[src/design/mcw_pkg.sv]
// ----------------------------------------------------------------------------
// mcw_pkg: shared types and codes for the minimum covering window block
// Item and result payload structs, item kinds, status codes, and the command
// and status groups that pass between the controller and the datapath.
// ----------------------------------------------------------------------------
package mcw_pkg;

  localparam logic [1:0] KIND_TARGET = 2'd0;
  localparam logic [1:0] KIND_SOURCE = 2'd1;
  localparam logic [1:0] KIND_CLEAR  = 2'd2;

  localparam logic [1:0] STATUS_OK       = 2'd0;
  localparam logic [1:0] STATUS_LATE     = 2'd1;
  localparam logic [1:0] STATUS_OVERFLOW = 2'd2;

  typedef struct packed {
    logic [1:0] kind;
    logic [7:0] symbol;
  } item_t;

  typedef struct packed {
    logic        found;
    logic [9:0]  best_start;
    logic [10:0] best_len;
    logic [1:0]  status;
  } result_t;

  // Controller to datapath.
  typedef struct packed {
    logic latch;        // capture the accepted item
    logic decode;       // capture the status code of the item
    logic src_start;    // append the source byte and read its need count
    logic clear;        // restart the search
    logic tgt_upd;      // raise the need count of a target byte
    logic src_upd;      // lower the need count of a source byte
    logic record;       // note the current window if it is the shortest
    logic need_rd_out;  // read the need count of the byte leaving the window
    logic shr_upd;      // restore the count of the leaving byte, advance left
    logic load_out;     // load the result register
  } cmd_t;

  // Datapath to controller.
  typedef struct packed {
    logic [1:0] kind;
    logic       begun;
    logic       tgt_full;
    logic       src_full;
    logic       shrink;
  } sts_t;

endpackage

[src/design/mcw_ctrl.sv]
// ----------------------------------------------------------------------------
// mcw_ctrl: sequencer for the minimum covering window block
// Walks each item through decode, count update and the shrink loop, and owns
// the handshake flags of both channels.
// ----------------------------------------------------------------------------
module mcw_ctrl (
  input  logic          clk,
  input  logic          rst,
  input  logic          item_valid,
  output logic          item_ready,
  output logic          result_valid,
  input  logic          result_ready,
  input  mcw_pkg::sts_t sts,
  output mcw_pkg::cmd_t cmd
);

  localparam logic [2:0] S_IDLE   = 3'd0;
  localparam logic [2:0] S_DECODE = 3'd1;
  localparam logic [2:0] S_TGT    = 3'd2;
  localparam logic [2:0] S_SRC    = 3'd3;
  localparam logic [2:0] S_CHK    = 3'd4;
  localparam logic [2:0] S_WIN    = 3'd5;
  localparam logic [2:0] S_SHR    = 3'd6;
  localparam logic [2:0] S_OUT    = 3'd7;

  logic [2:0] state;
  logic [2:0] state_next;
  logic       result_valid_next;
  logic       out_free;

  assign item_ready = (state == S_IDLE);
  assign out_free   = !result_valid || result_ready;

  always_comb begin
    state_next        = state;
    cmd               = '0;
    result_valid_next = result_valid && !result_ready;
    case (state)
      S_IDLE: begin
        if (item_valid) begin
          cmd.latch  = 1'b1;
          state_next = S_DECODE;
        end
      end
      S_DECODE: begin
        cmd.decode = 1'b1;
        state_next = S_OUT;
        case (sts.kind)
          mcw_pkg::KIND_TARGET: begin
            if (!sts.begun && !sts.tgt_full) begin
              state_next = S_TGT;
            end
          end
          mcw_pkg::KIND_SOURCE: begin
            if (!sts.src_full) begin
              cmd.src_start = 1'b1;
              state_next    = S_SRC;
            end
          end
          mcw_pkg::KIND_CLEAR: begin
            cmd.clear = 1'b1;
          end
          default: begin
          end
        endcase
      end
      S_TGT: begin
        cmd.tgt_upd = 1'b1;
        state_next  = S_OUT;
      end
      S_SRC: begin
        cmd.src_upd = 1'b1;
        state_next  = S_CHK;
      end
      S_CHK: begin
        if (sts.shrink) begin
          cmd.record = 1'b1;
          state_next = S_WIN;
        end else begin
          state_next = S_OUT;
        end
      end
      S_WIN: begin
        cmd.need_rd_out = 1'b1;
        state_next      = S_SHR;
      end
      S_SHR: begin
        cmd.shr_upd = 1'b1;
        state_next  = S_CHK;
      end
      S_OUT: begin
        if (out_free) begin
          cmd.load_out      = 1'b1;
          result_valid_next = 1'b1;
          state_next        = S_IDLE;
        end
      end
      default: begin
        state_next = S_IDLE;
      end
    endcase
  end

  always_ff @(posedge clk) begin
    if (rst) begin
      state        <= S_IDLE;
      result_valid <= 1'b0;
    end else begin
      state        <= state_next;
      result_valid <= result_valid_next;
    end
  end

endmodule

[config.mk]
export PLATFORM = sky130hd
export DESIGN_NAME = mcw_ctrl
export DESIGN_NICKNAME = d
export VERILOG_FILES = /design/src/design/mcw_pkg.sv /design/src/design/mcw_ctrl.sv
export SDC_FILE = /design/constraint.sdc
export NUM_CORES = 1
export LEC_CHECK = 0
export ABC_AREA = 1
export BUFFER_PORTS_ARGS = -buffer_cell sky130_fd_sc_hd__buf_2
export CORE_AREA = 2 2 39 41
export DETAILED_ROUTE_END_ITERATION = 10
export DIE_AREA = 0 0 41 43
export PLACE_DENSITY = 0.53
export SYNTH_ARGS = -nofsm -noshare
export SYNTH_HDL_FRONTEND = slang
export SYNTH_SLANG_ARGS = --single-unit
[constraint.sdc]
create_clock -name clk -period 1.45 [get_ports clk]
set_clock_uncertainty 0.15 [all_clocks]
set_input_delay 0.29 -clock clk [delete_from_list [all_inputs] [get_ports clk]]
set_output_delay 0.29 -clock clk [all_outputs]
set_load 0.02 [all_outputs]
==> results.cfg, run 1 <==
[drt]
route.met3.wl_um = 73
drc = 0
route.met2.wl_um = 514
m1WireLength_um = 407
antenna_left = 0
via_per_inst = 4.360
firstDrtPassIters = 2
wire_per_inst_um = 9.960
drt_iter0_drc = 1
totalWireLength_um = 996
dr.max_layer_used = met3
num_vias = 436

[synthesis]
syn_inst = 53
yosysSeqAreaShare = 0.2678
ys_warn_count = 0
synth_cell_types = 14
synth_seq_cells = 4
syn_area_um2 = 299.0
synth.largest_area_cell = dfxtp_1
yosys-top-cells-area = dfxtp_1, inv_1, nor2_1
avgSynthCellArea_um2 = 5.642
syn_nets = 63
yosysTopAreaCellShare = 0.2678

[timing]
fmax_mhz = 632.7
hold_viol = 0
slew_headroom = 0.8241
setup_viol = 10
tightest_slew_ns = 0.2628
fin_crit_sh = 1.090
fin_ws_ns = -0.1305
rsz0062_at_grt = true
holdWs_ns = 0.07241
final-max-slew-violation-count = 0
min_period_ns = 1.580

[worst_setup_path]
max_stage_delay_ns = 0.36
cp.required_ns = 1.01
critPathMaxFanout = 4
critPathKind = reg2out
end_kind = output port
critPathLaunchType = register
cp_top_family = buffers and inverters
arrival_ns = 1.14
path_buf_inv = 4
cp_common_cell = buf_6
slowest_stage = dfxtp_4
path_cells = inv_4, nand2_4, buf_4, buf_6, nor2_4, buf_6

[status]
violations = setup timing
status = finished with violations

[global_route]
grt_max_degree = 8
grt_pass1_wl_um = 1531
antenna_found_initial = 0
grt_pass1_vias = 386
grtUsageTotal = 0.1304
gr-total-overflow = 0

[power_and_ir_drop]
p_per_area_nw_per_um2 = 2210
seqPwrFrac = 0.203
switchingPower_w = 0.0006725
pwr-share-clk = 0.106
p_sw_frac = 0.4845
combPwrFrac = 0.691
peakVddDrop_mv = 0.6832
p_leak_nw = 0.3196
intPower_w = 0.0007155

[place]
numPortBuffers = 21
dpl_cell_area_um2 = 475.5
hpwl_um = 739.3
gp_congestion = 0.7222

[final_layout]
syn_to_final_growth_pct = 110.0
regArea_um2 = 91.34
drive_above_1_share = 0.5952
final_area_um2 = 628.1
fin_nets = 96
mostFrequentLayoutCell = buf_2
multiInputGateArea_um2 = 227.7
layout_common_cells = buf_2, inv_1, buf_4
antenna_cells = 0
nFillCells = 151

[floorplanning]
ioPinCount = 22
die_h_um = 43
die_w_um = 41
coreArea_um2 = 1384
rows = 14
die-area_um2 = 1763
start_util = 0.2161

[clock_tree]
clk_latency_ns = 0.24
cts_buffer_depth = 2
cts_tree = done
cts_hold_buffers = 0
cts_buffers = 3
clk_pin_slew_ns = 0.04
htreeDepth = 1
cts.sinks = 4
cts_root_buf = clkbuf_4

[worst_hold_path]
min_path_type = in2reg

[flow_run]
cap_violations = 0
## power groups by stage
stage / registers (W) / clock network [W] / logic, W
CTS: 0.000252 / 0.000154 / 0.000748
finish: 0.000282 / 0.000147 / 0.000959
floorplan: 0.000210 / 0 / 0.000416
detailed placement: 0.000214 / 0 / 0.000659
global placement: 0.000209 / 0 / 0.000655
global route: 0.000290 / 0.000159 / 0.00104
## Yosys cell counts
cell type and number:
dfxtp_1 4, nand2_1 8, nand3_1 5, nor2_1 11, inv_2 1, a31oi_1 1, a41oi_1 1, inv_1 13
o21ai_0 1, a21oi_1 1, nor3_1 4, nor2_4 1, o21a_1 1, nand2_2 1
## routing by layer
| metal | vias to the layer above | track usage |
|---|---|---|
| met5 | - | 0 |
| met1 | 194 | 0.1442 |
| met3 | 0 | 0.06283 |
| met2 | 17 | 0.2094 |
| met4 | 0 | 0.04000 |
| li1 | 225 | - |
## metrics by stage
step	cells	total power, W	setup WS, ns	TNS, ns	utilization
after global placement	94	0.0008646	0.05364	0	0.3436
final	100	0.001388	-0.1305	-0.7215	0.4539
after global routing	100	0.001494	-0.1853	-1.348	0.4539
after CTS	98	0.001155	-0.1247	-0.7160	0.3978
after detailed placement	94	0.0008737	0.01249	0	0.3436
after floorplan	53	0.0006263	-0.05585	-0.1496	-
## sequential cells by signal (all words and copies together) (netlist names)
signal and count:
state 3, result_valid 1
## cells by family after synthesis
family / share of synthesized area
simple gates: 0.4477
buf+inv: 0.1757
compound gates: 0.1088
flops: 0.2678
## worst paths after layout
check / from / end / slack, ns / depth (start not counted)
setup / recovery: state[1]$_SDFFE_PP0P_ / cmd[2] / -0.13 / 6
hold / removal: rst / state[1]$_SDFFE_PP0P_ / 0.07 / 2
setup reg to reg: state[1]$_SDFFE_PP0P_ / state[1]$_SDFFE_PP0P_ / 0.17 / 6
hold reg to reg: state[2]$_SDFFE_PP0P_ / state[2]$_SDFFE_PP0P_ / 0.43 / 2
## layout make-up
type | instances | area share
timing repair buffer | 28 | 0.3287
tap | 16 | 0.03187
sequential | 4 | 0.1454
multi-input combinational | 35 | 0.3625
inverter | 14 | 0.09562
clock buffer | 3 | 0.03586
## repair_timing
action / CTS / global route
resized for setup: 21 / 18
buffers inserted: 1 / 2
pin swaps: 0 / 1
setup endpoints to repair: 11 / 11
Power figures use the tool's default switching activity.
==> inputs of run 2 (changes only) <==
CTS_CLUSTER_DIAMETER = 40   (was unset)
PLACE_DENSITY = unset   (was 0.53)
==> results.cfg, run 2 (synthesized netlist as in run 1, its figures left out) <==
[status]
status = finished with violations
violations = setup timing

[drt]
drc = 0
num_vias = 419
drt_iter0_drc = 1
wire_per_inst_um = 10.13
totalWireLength_um = 1013
antenna_left = 0
firstDrtPassIters = 2
via_per_inst = 4.190

[timing]
final-max-slew-violation-count = 0
fmax_mhz = 642.5
tightest_slew_ns = 0.2481
fin_tns_setup_ns = -0.5920
setup_viol = 10
rsz0062_at_grt = true
slew_headroom = 0.8340
min_period_ns = 1.556
hold_viol = 0
fin_crit_sh = 1.073
fin_ws_ns = -0.1063

[final_layout]
regMostFlops = state
largest_reg_flops = 3
reg_top3 = state: 3 flops, result_valid: 1 flops
mostFrequentLayoutCell = buf_2
fin_nets = 96
regArea_um2 = 91.34
layout_common_cells = buf_2, buf_4, inv_1
multiInputGateArea_um2 = 212.7
drive_above_1_share = 0.5833
nFillCells = 151
antenna_cells = 0
syn_to_final_growth_pct = 105.9
utilization = 0.4448

[clock_tree]
cts_tree = done
clk_latency_ns = 0.24
cts.sinks = 4
cts_buffers = 3
clk_pin_slew_ns = 0.04
cts_buffer_depth = 2
htreeDepth = 1
cts_root_buf = clkbuf_4

[worst_hold_path]
min_path_type = in2reg
whs_endpoint = state[1]$_SDFFE_PP0P_
hp-start = rst
holdPathStages = 2

[floorplanning]
coreArea_um2 = 1384
rows = 14
ioPinCount = 22
die_w_um = 41
start_util = 0.2161
die_h_um = 43
die-area_um2 = 1763

[global_route]
grtUsageTotal = 0.1256
gr-total-overflow = 0
antenna_found_initial = 0
grt_pass1_wl_um = 1462
grt_pass1_vias = 381
grt_max_degree = 8

[worst_setup_path]
rrSetupSlack_ns = 0.24
reg2reg_to = state[2]$_SDFFE_PP0P_
critPathLaunchType = register
cp.required_ns = 1.01
critPathKind = reg2out
critPathMaxFanout = 4
end_kind = output port
r2r-start = state[0]$_SDFFE_PP0P_
rr_worst_depth = 7
arrival_ns = 1.12

[place]
hpwl_um = 696.1
gp_congestion = 0.8258
numPortBuffers = 21

[flow_run]
cap_violations = 0

[power_and_ir_drop]
peakVddDrop_mv = 0.6890
p_per_area_nw_per_um2 = 2169
p_leak_nw = 0.3174
-- run 2: cell types whose count changed in the layout (fill, tap and decap cells not counted) --
cell	previous run	this run
nor2_2	1	2
nand2_2	1	2
nor2_4	5	3
nor3_2	2	1
nand2_1	7	6
buf_4	9	10
nor3_1	1	2
buf_2	12	11
nor2_1	6	7
-- run 2: layout make-up --
| type | instances | area share |
|---|---|---|
| clock buffers | 3 | 0.03659 |
| inverters | 14 | 0.09756 |
| multi-input cells | 35 | 0.3455 |
| flip-flops and latches | 4 | 0.1484 |
| well taps | 16 | 0.03252 |
| repair buffers | 28 | 0.3394 |
-- run 2: per-layer routing --
| metal | wire length, um | global-route usage | vias to the layer above |
|---|---|---|---|
| met2 | 569 | 0.2063 | 14 |
| met5 | 0 | 0 | - |
| met1 | 382 | 0.1323 | 179 |
| met3 | 61 | 0.03141 | 0 |
| li1 | - | - | 226 |
| met4 | 0 | 0.08000 | 0 |
-- run 2: what timing repair did --
item	4_1_cts	5_1_grt
gates resized for setup	24	13
setup buffers	3	1
cloned	0	0
endpoints found under the hold margin	0	0
hold buffers	0	0
setup endpoints to repair	11	11
-- run 2: power breakdown --
part           internal, W  leakage, nW  switching [W]  total, W
Sequential        0.000182       0.0348      0.0000926  0.000275
Clock            0.0000930       0.0138      0.0000508  0.000144
Combinational     0.000430        0.269       0.000486  0.000917
Total             0.000706        0.317       0.000630   0.00134
-- run 2: how the worst max path moves through the flow --
| stage | start | endpoint | slack (ns) |
|---|---|---|---|
| floorplan | state[0]$_SDFFE_PP0P_ | cmd[3] | -0.06 |
| global route | state[0]$_SDFFE_PP0P_ | cmd[3] | -0.18 |
| CTS | state[0]$_SDFFE_PP0P_ | cmd[3] | -0.12 |
| detailed placement | state[0]$_SDFFE_PP0P_ | cmd[6] | 0.004 |
| finish | state[1]$_SDFFE_PP0P_ | cmd[6] | -0.11 |
| global placement | state[0]$_SDFFE_PP0P_ | cmd[6] | 0.03 |
-- run 2: per-stage QoR --
| step | cell area (um2) | setup slack [ns] | instances | total power, W | hold slack, ns |
|---|---|---|---|---|---|
| CTS | 566.8 | -0.1248 | 99 | 0.001202 | 0.06765 |
| global route | 615.6 | -0.1841 | 100 | 0.001433 | 0.07593 |
| finish | 615.6 | -0.1063 | 100 | 0.001335 | 0.08564 |
| detailed placement | 467.9 | 0.003505 | 93 | 0.0008633 | 0.3303 |
| global placement | 467.9 | 0.03408 | 93 | 0.0008579 | 0.3289 |
| floorplan | 320.3 | -0.05585 | 53 | 0.0006263 | 0.2124 |
-- run 2: worst max-delay path, stage by stage, from the launching register on --
cell and delay [ns]:
dfxtp_4 0.36, inv_4 0.07, nand2_4 0.05, nor2_4 0.09
inv_2 0.07, nor3_4 0.11, buf_6 0.14
==> inputs of run 3 (changes only) <==
clock period = 1.9 ns   (was 1.45 ns; I/O delays follow)
==> results.cfg, run 3 (synthesized netlist as in run 1, its figures left out) <==
[final_layout]
drive_above_1_share = 0.3766
largest_reg_flops = 3
antenna_cells = 0
mostFrequentLayoutCell = buf_2
layout_common_cells = buf_2, inv_1, nor2_1
final_cells = 93
regMostFlops = state
syn_to_final_growth_pct = 51.88
fin_nets = 89
utilization = 0.3282
reg_top3 = state: 3 flops, result_valid: 1 flops

[floorplanning]
ioPinCount = 22
die_h_um = 43
coreArea_um2 = 1384
die-area_um2 = 1763
rows = 14
die_w_um = 41
start_util = 0.2161

[power_and_ir_drop]
p_leak_nw = 0.2676
intPower_w = 0.0003221
pwr-share-clk = 0.153
combPwrFrac = 0.603
finalPower_w = 0.0006787
switchingPower_w = 0.0003566
peakVddDrop_mv = 0.6321
p_sw_frac = 0.5255
p_per_area_nw_per_um2 = 1494
seqPwrFrac = 0.244

[clock_tree]
htreeDepth = 1
cts.sinks = 4
clk_latency_ns = 0.23
cts_root_buf = clkbuf_4
cts_tree = done
clk_pin_slew_ns = 0.03
cts_buffers = 3
cts_buffer_depth = 2

[drt]
totalWireLength_um = 733
drc = 0
wire_per_inst_um = 7.882
drt_iter0_drc = 3
firstDrtPassIters = 3
num_vias = 390
antenna_left = 0
via_per_inst = 4.194

[global_route]
gr-total-overflow = 0
grt.busiest_layer = met2
met3_usage = 0.06283
grt_use_met1 = 0.1129
antenna_found_initial = 0
met2_usage = 0.1344
grt_pass1_wl_um = 1104
grtUsageTotal = 0.09347
grt_pass1_vias = 305
grt_max_degree = 8

[worst_hold_path]
min_path_type = in2reg

[timing]
min_period_ns = 1.767
setup_viol = 0
tightest_slew_ns = 0.2563
hold_viol = 0
fmax_mhz = 566.1
final-max-slew-violation-count = 0
slew_headroom = 0.8285
fin_crit_sh = 0.9298
rsz0062_at_grt = false
fin_tns_setup_ns = 0

[place]
numPortBuffers = 21
hpwl_um = 614.5
gp_congestion = 0.7546
dp.cells = 90

[worst_setup_path]
arrival_ns = 1.24
critPathLaunchType = register
cp.required_ns = 1.37
max_stage_delay_ns = 0.41
critPathMaxFanout = 6
path_cells = nand2_1, nor2_2, inv_1, nor3_2, buf_2
cp_top_family = flip-flops
end_kind = output port
slowest_stage = dfxtp_1
critPathKind = reg2out
path_buf_inv = 2

[status]
status = finished, final reports clean

[flow_run]
cap_violations = 0
[run 3: through the flow]
step                cell area (um2)  hold WS [ns]  setup slack, ns
finish                        454.2        0.1900           0.1334
global route                  454.2        0.1913          0.01788
CTS                           451.7        0.1842          0.07782
detailed placement            429.2        0.4266           0.3300
global placement              429.2        0.4248           0.2784
floorplan                     304.0        0.3024           0.1246
[run 3: area by class of cell]
| class | count | area (um2) |
|---|---|---|
| clock buffer | 3 | 22.52 |
| fill | 168 | 929.6 |
| inverter | 14 | 52.55 |
| multi-input combinational | 35 | 173.9 |
| sequential | 4 | 80.08 |
| tap | 16 | 20.02 |
| timing repair buffer | 21 | 105.1 |
[run 3: path summary, 6_finish.rpt]
path / startpoint / to / slack, ns / depth (start not counted)
max: state[0]$_SDFFE_PP0P_ / cmd[6] / 0.13 / 5
min: rst / state[1]$_SDFFE_PP0P_ / 0.19 / 2
max reg2reg: state[2]$_SDFFE_PP0P_ / state[2]$_SDFFE_PP0P_ / 0.65 / 7
min reg2reg: state[1]$_SDFFE_PP0P_ / state[1]$_SDFFE_PP0P_ / 0.46 / 2
[run 3: power by group through the flow]
stage | sequential [W] | clock [W] | combinational [W]
floorplan | 0.000155 | 0 | 0.000298
global placement | 0.000163 | 0 | 0.000412
finish | 0.000166 | 0.000104 | 0.000409
detailed placement | 0.000164 | 0 | 0.000408
CTS | 0.000163 | 0.000108 | 0.000409
global route | 0.000170 | 0.000114 | 0.000460
[run 3: timing repair]
action / in CTS / in global routing
endpoints found under the setup margin: 0 / 1
setup buffers: 0 / 0
gates resized for setup: 0 / 1
hold buffers: 0 / 0
[run 3: layer usage]
| metal | wire length [um] | part of all wire |
|---|---|---|
| met1 | 317 | 0.43 |
| met2 | 351 | 0.48 |
| met3 | 64 | 0.087 |
| met4 | 0 | 0 |
| met5 | 0 | 0 |
[run 3: worst register-to-register path, cell delays in order, from the launching register on]
cell	delay (ns)
dfxtp_1	0.44
inv_2	0.13
nor2_4	0.15
nand2_2	0.06
nand2_1	0.06
inv_1	0.05
nand2_1	0.06
a21oi_1	0.05
